File: src/rtl/pan_tilt_tracking_controller_top_macros.svh
// assertion macros for the pan/tilt tracking controller
`ifndef PAN_TILT_TRACKING_CONTROLLER_TOP_MACROS_SVH
`define PAN_TILT_TRACKING_CONTROLLER_TOP_MACROS_SVH

// same-cycle implication, checked outside reset
`define PTTC_ASSERT_SAME(lbl, ante, cons, msg) \
    lbl: assert property (@(posedge aclk) disable iff (!aresetn) (ante) |-> (cons)) \
        else $error(msg);

// next-cycle implication, checked outside reset
`define PTTC_ASSERT_NEXT(lbl, ante, cons, msg) \
    lbl: assert property (@(posedge aclk) disable iff (!aresetn) (ante) |=> (cons)) \
        else $error(msg);

`endif

File: src/rtl/pttc_pkg.sv
// shared types and constants of the pan/tilt tracking controller
package pttc_pkg;

    localparam int unsigned FIELD_W     = 16;
    localparam int unsigned POS_W       = 11;
    localparam int unsigned TX_W        = 9;
    localparam int unsigned TY_W        = 8;
    localparam int unsigned AREA_W      = 32;
    localparam int unsigned CFG_IDX_W   = 3;
    localparam int unsigned CFG_DATA_W  = 32;
    localparam int unsigned S_TDATA_W   = 80;
    localparam int unsigned M_TDATA_W   = 32;

    // register indexes
    localparam logic [CFG_IDX_W-1:0] REG_TARGET_X   = 3'd0;
    localparam logic [CFG_IDX_W-1:0] REG_TARGET_Y   = 3'd1;
    localparam logic [CFG_IDX_W-1:0] REG_TARGET_AREA = 3'd2;
    localparam logic [CFG_IDX_W-1:0] REG_APPROACH   = 3'd3;
    localparam logic [CFG_IDX_W-1:0] REG_RETREAT    = 3'd4;

    // register reset values
    localparam logic [TX_W-1:0]          TARGET_X_RST  = 9'd160;
    localparam logic [TY_W-1:0]          TARGET_Y_RST  = 8'd100;
    localparam logic [AREA_W-1:0]        TARGET_AREA_RST = 32'd2000;
    localparam logic signed [AREA_W-1:0] APPROACH_RST  = 32'sd500;
    localparam logic signed [AREA_W-1:0] RETREAT_RST   = -32'sd500;

    localparam logic [FIELD_W-1:0] VALID_SIG = 16'd1;
    localparam logic [FIELD_W-1:0] X_LIMIT   = 16'd319;

    localparam logic [POS_W-1:0] PAN_MIN    = 11'd250;
    localparam logic [POS_W-1:0] PAN_MAX    = 11'd1250;
    localparam logic [POS_W-1:0] TILT_MIN   = 11'd630;
    localparam logic [POS_W-1:0] TILT_MAX   = 11'd1100;
    localparam logic [POS_W-1:0] PAN_CENTRE = 11'd750;
    localparam logic [POS_W-1:0] TILT_RST   = 11'd750;
    localparam logic [POS_W-1:0] STEER_HI   = 11'd800;  // centre plus steer band
    localparam logic [POS_W-1:0] STEER_LO   = 11'd700;  // centre minus steer band

    localparam int DX_WINDOW = 30;
    localparam int DY_WINDOW = 5;

    typedef enum logic [1:0] {
        DRIVE_NONE  = 2'd0,
        DRIVE_STOP  = 2'd1,
        DRIVE_MOVE0 = 2'd2,
        DRIVE_MOVE1 = 2'd3
    } drive_t;

    typedef enum logic {
        DIR_LEFT  = 1'b0,
        DIR_RIGHT = 1'b1
    } dir_t;

    // precomputed step handed from the calc stage to the tracking stage
    typedef struct packed {
        logic               tracked;    // signature ok and column in range
        logic               far;        // outside the centre window
        logic signed [7:0]  pan_step;   // ceil(dx / 6)
        logic signed [15:0] tilt_step;  // floor(5 * dy / 18)
        drive_t             drive;      // drive code for the near case
    } calc_t;

endpackage

File: src/rtl/pttc_calc.sv
// calc stage: offsets, scaled steps, area excess and drive decision
module pttc_calc (
    input  logic                                  aclk,
    input  logic                                  aresetn,
    input  logic                                  in_valid,
    output logic                                  in_ready,
    input  logic [pttc_pkg::FIELD_W-1:0]          signature,
    input  logic [pttc_pkg::FIELD_W-1:0]          pos_x,
    input  logic [pttc_pkg::FIELD_W-1:0]          pos_y,
    input  logic [pttc_pkg::FIELD_W-1:0]          obj_width,
    input  logic [pttc_pkg::FIELD_W-1:0]          obj_height,
    input  logic [pttc_pkg::TX_W-1:0]             target_x,
    input  logic [pttc_pkg::TY_W-1:0]             target_y,
    input  logic [pttc_pkg::AREA_W-1:0]           target_area,
    input  logic signed [pttc_pkg::AREA_W-1:0]    approach_threshold,
    input  logic signed [pttc_pkg::AREA_W-1:0]    retreat_threshold,
    output logic                                  out_valid,
    input  logic                                  out_ready,
    output pttc_pkg::calc_t                       out_calc
);

    logic               valid_reg, valid_next;
    pttc_pkg::calc_t    calc_reg, calc_next;

    logic signed [16:0] dx, dy;
    logic [9:0]         pan_off;
    logic [25:0]        pan_prod;
    logic [7:0]         pan_floor;
    logic [18:0]        py5, tilt_off;
    logic [10:0]        ty5;
    logic [38:0]        tilt_prod;
    logic [14:0]        tilt_floor;
    logic [31:0]        area;
    logic signed [32:0] excess;
    logic               approach, retreat;

    assign in_ready = !valid_reg || out_ready;

    always_comb begin
        dx = $signed({1'b0, pos_x}) - $signed({8'd0, target_x});
        dy = $signed({1'b0, pos_y}) - $signed({9'd0, target_y});

        // ceil(dx/6) = floor((dx + 5)/6); offset by 6*86 to stay non-negative
        pan_off   = dx[9:0] + 10'd521;
        pan_prod  = {16'd0, pan_off} * 26'd43691;
        pan_floor = pan_prod[25:18];

        // floor(5*dy/18), offset by 18*72 to stay non-negative
        py5        = {1'b0, pos_y, 2'b00} + {3'd0, pos_y};
        ty5        = {1'b0, target_y, 2'b00} + {3'd0, target_y};
        tilt_off   = py5 + 19'd1296 - {8'd0, ty5};
        tilt_prod  = {20'd0, tilt_off} * 39'd932068;
        tilt_floor = tilt_prod[38:24];

        area     = {16'd0, obj_width} * {16'd0, obj_height};
        excess   = $signed({1'b0, area}) - $signed({1'b0, target_area});
        approach = excess > $signed({approach_threshold[31], approach_threshold});
        retreat  = excess < $signed({retreat_threshold[31], retreat_threshold});

        calc_next.tracked   = (signature == pttc_pkg::VALID_SIG) && (pos_x < pttc_pkg::X_LIMIT);
        calc_next.far       = (dx > 17'(pttc_pkg::DX_WINDOW)) || (dx < -17'(pttc_pkg::DX_WINDOW))
                           || (dy > 17'(pttc_pkg::DY_WINDOW)) || (dy < -17'(pttc_pkg::DY_WINDOW));
        calc_next.pan_step  = $signed(pan_floor - 8'd86);
        calc_next.tilt_step = $signed({1'b0, tilt_floor} - 16'd72);
        if (approach) begin
            calc_next.drive = pttc_pkg::DRIVE_MOVE0;
        end else if (retreat) begin
            calc_next.drive = pttc_pkg::DRIVE_MOVE1;
        end else begin
            calc_next.drive = pttc_pkg::DRIVE_STOP;
        end

        valid_next = in_ready ? in_valid : valid_reg;
    end

    always_ff @(posedge aclk) begin
        if (!aresetn) begin
            valid_reg <= 1'b0;
        end else begin
            valid_reg <= valid_next;
        end
        if (in_ready && in_valid) begin
            calc_reg <= calc_next;
        end
    end

    assign out_valid = valid_reg;
    assign out_calc  = calc_reg;

endmodule

File: src/rtl/pttc_track.sv
// tracking stage: pan/tilt state, steer direction and result register
module pttc_track (
    input  logic                              aclk,
    input  logic                              aresetn,
    input  logic                              in_valid,
    output logic                              in_ready,
    input  pttc_pkg::calc_t                   in_calc,
    output logic                              out_valid,
    input  logic                              out_ready,
    output logic                              servo_write,
    output logic [pttc_pkg::POS_W-1:0]        pan_pos,
    output logic [pttc_pkg::POS_W-1:0]        tilt_pos,
    output logic                              steer_on,
    output logic                              steer_dir,
    output logic [1:0]                        drive_cmd
);

    logic [pttc_pkg::POS_W-1:0] pan_reg, pan_next, tilt_reg, tilt_next;
    pttc_pkg::dir_t             dir_reg, dir_next;
    logic                       valid_reg, valid_next;
    logic                       servo_reg, servo_next, steer_reg, steer_next;
    pttc_pkg::drive_t           drive_reg, drive_next;
    logic signed [12:0]         pan_sum, pan_clamped;
    logic signed [17:0]         tilt_sum, tilt_clamped;
    logic                       take;

    assign in_ready = !valid_reg || out_ready;
    assign take     = in_valid && in_ready;

    always_comb begin
        pan_sum  = $signed({2'b00, pan_reg}) - $signed({{5{in_calc.pan_step[7]}}, in_calc.pan_step});
        tilt_sum = $signed({7'd0, tilt_reg})
                 + $signed({{2{in_calc.tilt_step[15]}}, in_calc.tilt_step});

        if (pan_sum < $signed({2'b00, pttc_pkg::PAN_MIN})) begin
            pan_clamped = $signed({2'b00, pttc_pkg::PAN_MIN});
        end else if (pan_sum > $signed({2'b00, pttc_pkg::PAN_MAX})) begin
            pan_clamped = $signed({2'b00, pttc_pkg::PAN_MAX});
        end else begin
            pan_clamped = pan_sum;
        end
        if (tilt_sum < $signed({7'd0, pttc_pkg::TILT_MIN})) begin
            tilt_clamped = $signed({7'd0, pttc_pkg::TILT_MIN});
        end else if (tilt_sum > $signed({7'd0, pttc_pkg::TILT_MAX})) begin
            tilt_clamped = $signed({7'd0, pttc_pkg::TILT_MAX});
        end else begin
            tilt_clamped = tilt_sum;
        end

        pan_next   = pan_reg;
        tilt_next  = tilt_reg;
        dir_next   = dir_reg;
        servo_next = 1'b0;
        steer_next = 1'b0;
        drive_next = pttc_pkg::DRIVE_STOP;

        if (in_calc.tracked) begin
            pan_next  = pan_clamped[10:0];
            tilt_next = tilt_clamped[10:0];
            if (in_calc.far) begin
                servo_next = 1'b1;
                drive_next = pttc_pkg::DRIVE_NONE;
            end else begin
                if (pan_next > pttc_pkg::PAN_CENTRE) begin
                    dir_next = pttc_pkg::DIR_LEFT;
                end else if (pan_next < pttc_pkg::PAN_CENTRE) begin
                    dir_next = pttc_pkg::DIR_RIGHT;
                end
                steer_next = (pan_next > pttc_pkg::STEER_HI) || (pan_next < pttc_pkg::STEER_LO);
                drive_next = in_calc.drive;
            end
        end

        valid_next = in_ready ? in_valid : valid_reg;
    end

    always_ff @(posedge aclk) begin
        if (!aresetn) begin
            valid_reg <= 1'b0;
            pan_reg   <= pttc_pkg::PAN_CENTRE;
            tilt_reg  <= pttc_pkg::TILT_RST;
            dir_reg   <= pttc_pkg::DIR_LEFT;
        end else begin
            valid_reg <= valid_next;
            if (take) begin
                pan_reg  <= pan_next;
                tilt_reg <= tilt_next;
                dir_reg  <= dir_next;
            end
        end
        if (take) begin
            servo_reg <= servo_next;
            steer_reg <= steer_next;
            drive_reg <= drive_next;
        end
    end

    assign out_valid   = valid_reg;
    assign servo_write = servo_reg;
    assign pan_pos     = pan_reg;
    assign tilt_pos    = tilt_reg;
    assign steer_on    = steer_reg;
    assign steer_dir   = dir_reg;
    assign drive_cmd   = drive_reg;

endmodule

File: src/rtl/pan_tilt_tracking_controller_top.sv
// top level of the pan/tilt tracking controller
// usage:
//   s_ channel takes one object report word (signature, x, y, width, height)
//   m_ channel returns exactly one result word per report, in order
//   cfg_wr_en/cfg_index/cfg_wdata write the target point, target area and
//   the two drive thresholds; write only while no report is in flight
// latency: a report accepted at one edge shows its result on m_tvalid two
//   edges later (input register, calc register, tracking/result register)
// throughput: one report per cycle; the pan/tilt feedback closes inside the
//   tracking stage in one cycle, since the divide-by-constant steps are
//   worked out one stage earlier and do not depend on the state
// reset (aresetn low, synchronous): pipeline emptied, pan and tilt go to
//   750, steer direction to left, registers to their defaults
// stall: when m_tready is low the result word holds; each stage still fills
//   while it is empty, so up to three words sit in the pipe before s_tready
//   drops
module pan_tilt_tracking_controller_top (
    input  logic                                 aclk,
    input  logic                                 aresetn,
    // report input
    input  logic                                 s_tvalid,
    output logic                                 s_tready,
    // signature[15:0], pos_x[31:16], pos_y[47:32], obj_width[63:48], obj_height[79:64]
    input  logic [pttc_pkg::S_TDATA_W-1:0]       s_tdata,
    // result output
    output logic                                 m_tvalid,
    input  logic                                 m_tready,
    // servo_write[0], pan_pos[11:1], tilt_pos[22:12], steer_on[23], steer_dir[24],
    // drive_cmd[26:25], zero[31:27]
    output logic [pttc_pkg::M_TDATA_W-1:0]       m_tdata,
    // register writes
    input  logic                                 cfg_wr_en,
    input  logic [pttc_pkg::CFG_IDX_W-1:0]       cfg_index,
    input  logic [pttc_pkg::CFG_DATA_W-1:0]      cfg_wdata
);

    // configuration registers
    logic [pttc_pkg::TX_W-1:0]          target_x_reg;
    logic [pttc_pkg::TY_W-1:0]          target_y_reg;
    logic [pttc_pkg::AREA_W-1:0]        target_area_reg;
    logic signed [pttc_pkg::AREA_W-1:0] approach_reg;
    logic signed [pttc_pkg::AREA_W-1:0] retreat_reg;

    // input register
    logic                               in_valid_reg;
    logic [pttc_pkg::S_TDATA_W-1:0]     in_data_reg;
    logic                               calc_ready;

    // calc to tracking stage
    logic                               calc_valid;
    pttc_pkg::calc_t                    calc_word;
    logic                               track_ready;

    // result fields
    logic                               servo_write;
    logic [pttc_pkg::POS_W-1:0]         pan_pos, tilt_pos;
    logic                               steer_on, steer_dir;
    logic [1:0]                         drive_cmd;

    always_ff @(posedge aclk) begin
        if (!aresetn) begin
            target_x_reg    <= pttc_pkg::TARGET_X_RST;
            target_y_reg    <= pttc_pkg::TARGET_Y_RST;
            target_area_reg <= pttc_pkg::TARGET_AREA_RST;
            approach_reg    <= pttc_pkg::APPROACH_RST;
            retreat_reg     <= pttc_pkg::RETREAT_RST;
        end else if (cfg_wr_en) begin
            unique case (cfg_index)
                pttc_pkg::REG_TARGET_X:    target_x_reg    <= cfg_wdata[pttc_pkg::TX_W-1:0];
                pttc_pkg::REG_TARGET_Y:    target_y_reg    <= cfg_wdata[pttc_pkg::TY_W-1:0];
                pttc_pkg::REG_TARGET_AREA: target_area_reg <= cfg_wdata;
                pttc_pkg::REG_APPROACH:    approach_reg    <= $signed(cfg_wdata);
                pttc_pkg::REG_RETREAT:     retreat_reg     <= $signed(cfg_wdata);
                default: ;  // unused indexes are ignored
            endcase
        end
    end

    // input register: fills whenever empty or moving on, held off in reset
    assign s_tready = aresetn && (!in_valid_reg || calc_ready);

    always_ff @(posedge aclk) begin
        if (!aresetn) begin
            in_valid_reg <= 1'b0;
        end else if (s_tready) begin
            in_valid_reg <= s_tvalid;
        end
        if (s_tready && s_tvalid) begin
            in_data_reg <= s_tdata;
        end
    end

    pttc_calc u_calc (
        .aclk               (aclk),
        .aresetn            (aresetn),
        .in_valid           (in_valid_reg),
        .in_ready           (calc_ready),
        .signature          (in_data_reg[15:0]),
        .pos_x              (in_data_reg[31:16]),
        .pos_y              (in_data_reg[47:32]),
        .obj_width          (in_data_reg[63:48]),
        .obj_height         (in_data_reg[79:64]),
        .target_x           (target_x_reg),
        .target_y           (target_y_reg),
        .target_area        (target_area_reg),
        .approach_threshold (approach_reg),
        .retreat_threshold  (retreat_reg),
        .out_valid          (calc_valid),
        .out_ready          (track_ready),
        .out_calc           (calc_word)
    );

    // pan/tilt state lives here; it advances only when a word enters the result register
    pttc_track u_track (
        .aclk        (aclk),
        .aresetn     (aresetn),
        .in_valid    (calc_valid),
        .in_ready    (track_ready),
        .in_calc     (calc_word),
        .out_valid   (m_tvalid),
        .out_ready   (m_tready),
        .servo_write (servo_write),
        .pan_pos     (pan_pos),
        .tilt_pos    (tilt_pos),
        .steer_on    (steer_on),
        .steer_dir   (steer_dir),
        .drive_cmd   (drive_cmd)
    );

    assign m_tdata = {5'd0, drive_cmd, steer_dir, steer_on, tilt_pos, pan_pos, servo_write};

    `include "pan_tilt_tracking_controller_top_macros.svh"

    // pan always inside its clamp range
    `PTTC_ASSERT_SAME(a_pan_range, m_tvalid, (pan_pos >= pttc_pkg::PAN_MIN) && (pan_pos <= pttc_pkg::PAN_MAX), "pan out of range")
    // tilt always inside its clamp range
    `PTTC_ASSERT_SAME(a_tilt_range, m_tvalid, (tilt_pos >= pttc_pkg::TILT_MIN) && (tilt_pos <= pttc_pkg::TILT_MAX), "tilt out of range")
    // a servo write never carries a drive or steer command
    `PTTC_ASSERT_SAME(a_servo_only, m_tvalid && servo_write, (drive_cmd == pttc_pkg::DRIVE_NONE) && !steer_on, "servo write with drive")
    // steering only comes with a drive decision
    `PTTC_ASSERT_SAME(a_steer_drive, m_tvalid && steer_on, (drive_cmd != pttc_pkg::DRIVE_NONE) && !servo_write, "steer without drive")

endmodule
File: config.mk
export PLATFORM = sky130hd
export DESIGN_NAME = pan_tilt_tracking_controller_top
export DESIGN_NICKNAME = d
export VERILOG_FILES = /design/src/rtl/pttc_pkg.sv /design/src/rtl/pttc_calc.sv /design/src/rtl/pttc_track.sv /design/src/rtl/pan_tilt_tracking_controller_top.sv
export VERILOG_INCLUDE_DIRS = /design/src /design/src/rtl
export SDC_FILE = /design/constraint.sdc
export NUM_CORES = 2
export LEC_CHECK = 0
export BUFFER_PORTS_ARGS = -buffer_cell sky130_fd_sc_hd__buf_2
export CAP_MARGIN = 30
export CELL_PAD_IN_SITES_DETAIL_PLACEMENT = 2
export CELL_PAD_IN_SITES_GLOBAL_PLACEMENT = 2
export CORE_ASPECT_RATIO = 0.8
export CORE_MARGIN = 2
export CORE_UTILIZATION = 37
export DETAILED_ROUTE_END_ITERATION = 16
export GPL_TIMING_DRIVEN = 0
export PLACE_DENSITY_LB_ADDON = 0.12
export SETUP_SLACK_MARGIN = 0.05
export SLEW_MARGIN = 20
export SYNTH_ARGS = -nofsm -noshare
export SYNTH_HDL_FRONTEND = slang
export SYNTH_SLANG_ARGS = --single-unit
File: constraint.sdc
create_clock -name aclk -period 10.15 [get_ports aclk]
set_input_delay 1.5225 -clock aclk [delete_from_list [all_inputs] [get_ports aclk]]
set_output_delay 1.5225 -clock aclk [all_outputs]
set_load 0.03 [all_outputs]
---- Yosys cells after proc, flatten, opt, wreduce, memory -nomap -nowiden ----
Index checks and enable logic that the tools add are counted.
storage, ports and cells
  register bits after elaboration ......... 251
  latch bits .............................. 0
  bits in writable memories ............... 0
  memory bits (read-only) ................. 0
  memories kept ........................... 0
operators by class
  add/subtract/negate cells ............... 12
  $mul .................................... 3
  div/mod/pow operators ................... 0
  $lt $le $gt $ge ......................... 15
  equality and inequality tests ........... 5
  shifts and indexed selects .............. 0
  mux-type cells .......................... 9
  bitwise gates (word level) .............. 2
  reductions and logical operators ........ 25
operator list
  cell                    count
  $mux 11                 4
  $mul 19x18->37 const B  1
  $gt 33x32->1            1
  $lt 33x32->1            1
  $sub 32x32->33          1
  $mul 16x16->32          1
  $mul 10x16->26 const B  1
  $gt 11x10->1 const B    2
  $lt 11x10->1 const B    2
  $add 18x16->19          1
  $add 19x11->19 const B  1
  $sub 19x11->19          1
  $add 12x16->17          1
  $gt 17x12->1 const B    1
  $gt 17x4->1 const B     1
  $gt 17x6->1 const B     1
  $lt 17x11->1 const B    1
  $lt 17x4->1 const B     1
  $lt 17x6->1 const B     1
  $sub 16x8->17           1
  $sub 16x9->17           1
  $eq 16x1->1 const B     1
  $lt 16x9->1 const B     1
  $sub 15x7->16 const B   1
  20 further kinds        42

---- Logic depth before layout (Yosys ltp) ----
  depth in word-level cells ............... 7
  depth in mapped cells ................... 43

---- Modules after synthesis ----
A second synthesis with hierarchy kept.
unflattened totals
  cells, all modules ...................... 3347
  area total of the unflattened synthesis .. 31614.1 um^2
modules (own cells, without submodules)
  module                            times used  cells each  area each (um^2)  seq. area each (um^2)
  pttc_calc                         1           2490        22017.4           860.8
  pan_tilt_tracking_controller_top  1           537         7003.0            4684.5
  pttc_track                        1           320         2593.7            600.6

---- Least setup slack after synthesis ----
No wires, ideal clock.
  path type ............................... register -> register
  start point ............................. register in_data_reg[33] (netlist name)
  end point ............................... register u_calc.calc_reg (netlist bit u_calc.out_calc[12]), data pin
  library setup time ...................... 260 ps
  arrival time ............................ 9394 ps
  required time ........................... 9890 ps
  setup slack ............................. 496 ps
  stages on the path, launching flop included .. 38
  path through ............................ edfxtp_1 > inv_1 > fa_1 > inv_1 > fa_1 > fa_1 > inv_1 > fa_1 > nor2b_1 > o21ai_0 > a21boi_0 > o21ai_0 > a21boi_0 > o21ai_0 > a21boi_0 > o21ai_0 > nor2b_1 > xnor2_1 > (+2 left out) > inv_1 > fa_1 > fa_1 > inv_1 > fa_1 > inv_1 > fa_1 > inv_1 > ha_1 > a21o_1 > a31o_2 > or3_1 > a221o_1 > nand4_2 > nand2_1 > or4b_1 > nand3_1 > xor2_1
RTL lines
  item                      RTL line                                text
  start: declaration        pan_tilt_tracking_controller_top.sv:46  logic [pttc_pkg::S_TDATA_W-1:0] in_data_reg;
  start signal: assignment  pan_tilt_tracking_controller_top.sv:89  in_data_reg <= s_tdata;
  end signal: assignment    pttc_calc.sv:83                         calc_reg <= calc_next;
  end: declaration          pttc_calc.sv:23                         pttc_pkg::calc_t calc_reg, calc_next;

==> flow_metrics.tcl <==
set metrics [dict create \
    synth.cell_area_mm2 0.0306 \
    synth_ff_type "dfxtp_1" \
    worstSetupPathType "reg -> reg" \
    antenna_left 0 \
    cp_slowest_stage_delay_ns 0.58 \
    cts_tree "done" \
    dr.first_iter.drc_count 950 \
    finalClockSkew_ns 0.0234 \
    h-tree-depth 2 \
    clkTransAtPathRegs_ns 0.06 \
    syn_area_per_cell_um2 9.16 \
    whs_endpoint "retreat_reg[8]$_SDFFE_PN0P_" \
    min_from "retreat_reg[8]$_SDFFE_PN0P_" \
    clk_path_buf_depth 3 \
    grt_pass1_wl_mm 158 \
    hold_depth 2 \
    dp_slack_ns -1.00 \
    grt_max_degree 49 \
    vias 24400 \
    grtUsageMet1_pct 34.1 \
    top_level_ports 154 \
    hold_viol_final 0 \
    setup_viol 0 \
    cts-root-buf "clkbuf_16" \
    cp_data_required_time_ns 10.46 \
    crit_path_top_delay_cell "fa_1" \
    rrSetupSlack_ns 0.44 \
    gp_congestion 0.874 \
    holdCritPathClass "reg -> reg" \
    synthArstFlopShare_pct 0 \
    r2r_end "u_calc.out_calc[12]$_DFFE_PP_" \
    wl_mm 101 \
    antenna_found_initial 10 \
    chipHeight_um 261 \
    layout.nets 4508 \
    grt_usage_pct 23.9 \
    cp-end-kind "flop" \
    setup_ws_ns 0.442 \
    top_usage_layer "met2" \
    core.rowCount 94 \
    max_freq_mhz 103 \
    place_area_mm2 0.0328 \
    finalCriticalPeriod_ns 9.71 \
    core_area_mm2 0.0821 \
    wl_per_cell_um 21.6 \
    slew_headroom_pct 36.1 \
    yosys_register_bits 251 \
    drt-vias-per-instance 5.19 \
    design_area_mm2 0.0345 \
    drt-pass1-iter-count 4 \
    cp_max_fo 4 \
    overflow 0 \
    die-area_mm2 0.0852 \
    drive_gt1_share_pct 9.33 \
    areaGrowthSynthToFinish_pct 12.7 \
    postSynthCellCount 3344 \
    met2_usage_pct 38.9 \
    critPathLaunch "target_y_reg[1]$_SDFFE_PN0P_" \
    seq_area_frac_synth_pct 20.1 \
    period_share_pct 95.6 \
    largest_reg_flops 80 \
    use_met3_pct 3.59 \
    ys_warn_count 0 \
    remaining_drc_errors 0 \
    critPathArrivalTime_ns 10.01 \
    path_common_cell "fa_1" \
    rsz0062_at_grt "false" \
    whs_ns 0.471 \
    hpwl_mm 85.8 \
    initial_utilization_pct 37.3 \
    worstReg2RegStart "target_y_reg[1]$_SDFFE_PN0P_" \
    cp-start-kind "flop" \
    ff2ff_path_depth 34 \
    grt_pass1_vias 27400 \
    synth_cell_types 78 \
    synth_edf_count 112 \
    cts_inserted_buffers 34 \
    port-buffer-count 147 \
    insertion_delay_ns 0.58 \
    maxCapViolations 0 \
    ctsHoldBuffers 0 \
    clock_sink_count 251 \
    slew_viol_final 0 \
    worst_pin_slew_ns 0.958 \
    dieWidth_um 326 \
    status "finished clean" \
]
==> cell usage after synthesis (all sizes together), types with 11 or more instances <==
cell type	number	share of area, %
o21bai	16	0.39
nand2b	20	0.41
a21o	60	1.5
buf	11	0.23
nor3	42	0.72
a21boi	86	2.1
fa	345	23
and3	20	0.41
and2	97	2.0
nand3	40	0.65
o21a	18	0.44
nand2	460	5.6
xnor2	84	2.4
edfxtp	112	11
o21ai	81	1.3
clkbuf	77	0.94
nor2b	27	0.55
ha	480	20
nor4	12	0.24
nor2	91	1.1
o211ai	52	1.3
or3	14	0.29
inv	646	7.9
xor2	44	1.3
dfxtp	139	9.1
nand4	26	0.55
a211oi	11	0.29
a31oi	12	0.24
a21oi	104	1.7
==> metrics by stage <==
stage               cells  util [%]  TNS [ns]
floorplan            3348         -         0
global placement     4599      39.9     -3.56
detailed placement   4601      40.0     -7.15
CTS                  4677      41.6         0
global route         4693      42.1         0
finish               4695      42.1         0
==> critical path, delay by kind of cell (launching register included) <==
kind / cells / cell delay [ns]
compound gates: 11 / 2.27
simple gates: 7 / 1.68
xor+xnor: 2 / 0.31
buf+inv: 4 / 0.35
flops: 1 / 0.35
fa+ha+maj: 10 / 4.48
==> timing repair <==
item,4_1_cts,5_1_grt
endpoints found under the setup margin,12,12
buffers inserted,14,14
pin swaps,13,25
resized for setup,30,81
==> cell type report <==
cell class,instances,area [um2]
antenna,2,5.00
tap,1104,1380
fill,9059,47600
clock buffer,46,951
sequential,251,6150
multi-input combinational,2363,22100
buffer,87,375
clock inverter,16,135
timing repair buffer,180,1020
inverter,646,2420
==> layer usage <==
| layer | wire [um] | vias to the layer above |
|---|---|---|
| met4 | 1490 | 4 |
| met1 | 49300 | 12600 |
| met3 | 4410 | 87 |
| li1 | - | 11300 |
| met5 | 31 | - |
| met2 | 46100 | 345 |
==> worst max path at each step <==
| stage | endpoint | slack, ns | cells past startpoint |
|---|---|---|---|
| 2_1_floorplan | u_calc.out_calc[12]$_DFFE_PP_ | 0.50 | 37 |
| 6_report | u_calc.out_calc[12]$_DFFE_PP_ | 0.44 | 34 |
| 3_5_place_dp | u_calc.out_calc[15]$_DFFE_PP_ | -1.00 | 37 |
| 3_3_place_gp | u_calc.out_calc[15]$_DFFE_PP_ | -0.63 | 38 |
| 5_1_grt | u_calc.out_calc[16]$_DFFE_PP_ | 0.04 | 35 |
| 4_1_cts | u_calc.out_calc[1]$_SDFFCE_PN1P_ | 0.05 | 27 |
==> kinds of logic after synthesis <==
| kind of cell | share of synthesized area, % |
|---|---|
| other | 0.0122 |
| DFF | 20.1 |
| adders and majority gates | 42.1 |
| AOI/OAI and AO/OA | 11.3 |
| and+or+nand+nor | 13.6 |
| buffers and inverters | 9.09 |
| muxes | 0.106 |
| xor gates and xnor gates | 3.68 |
==> placed cells by master (no fill, tap or decap), drive strengths merged, types with 7 or more instances in the layout <==
cell | Yosys | layout
inv | 646 | 649
ha | 480 | 480
nand2 | 460 | 460
fa | 345 | 345
buf | 11 | 189
dfxtp | 139 | 139
clkbuf | 77 | 124
edfxtp | 112 | 112
a21oi | 104 | 104
and2 | 97 | 97
nor2 | 91 | 91
a21boi | 86 | 86
xnor2 | 84 | 84
o21ai | 81 | 81
a21o | 60 | 60
o211ai | 52 | 52
xor2 | 44 | 44
nor3 | 42 | 42
nand3 | 40 | 40
nor2b | 27 | 27
nand4 | 26 | 26
nand2b | 20 | 20
and3 | 20 | 20
o21a | 18 | 18
o21bai | 16 | 16
or3 | 14 | 14
a31oi | 12 | 12
nor4 | 12 | 12
a211oi | 11 | 11
nor3b | 10 | 10
or2 | 10 | 10
o2111ai | 9 | 9
clkinv | 0 | 9
o211a | 7 | 7
Power is left out: the tool's default activity adds up to more than one toggle a clock period on the data nets, which glitch-free logic cannot reach.
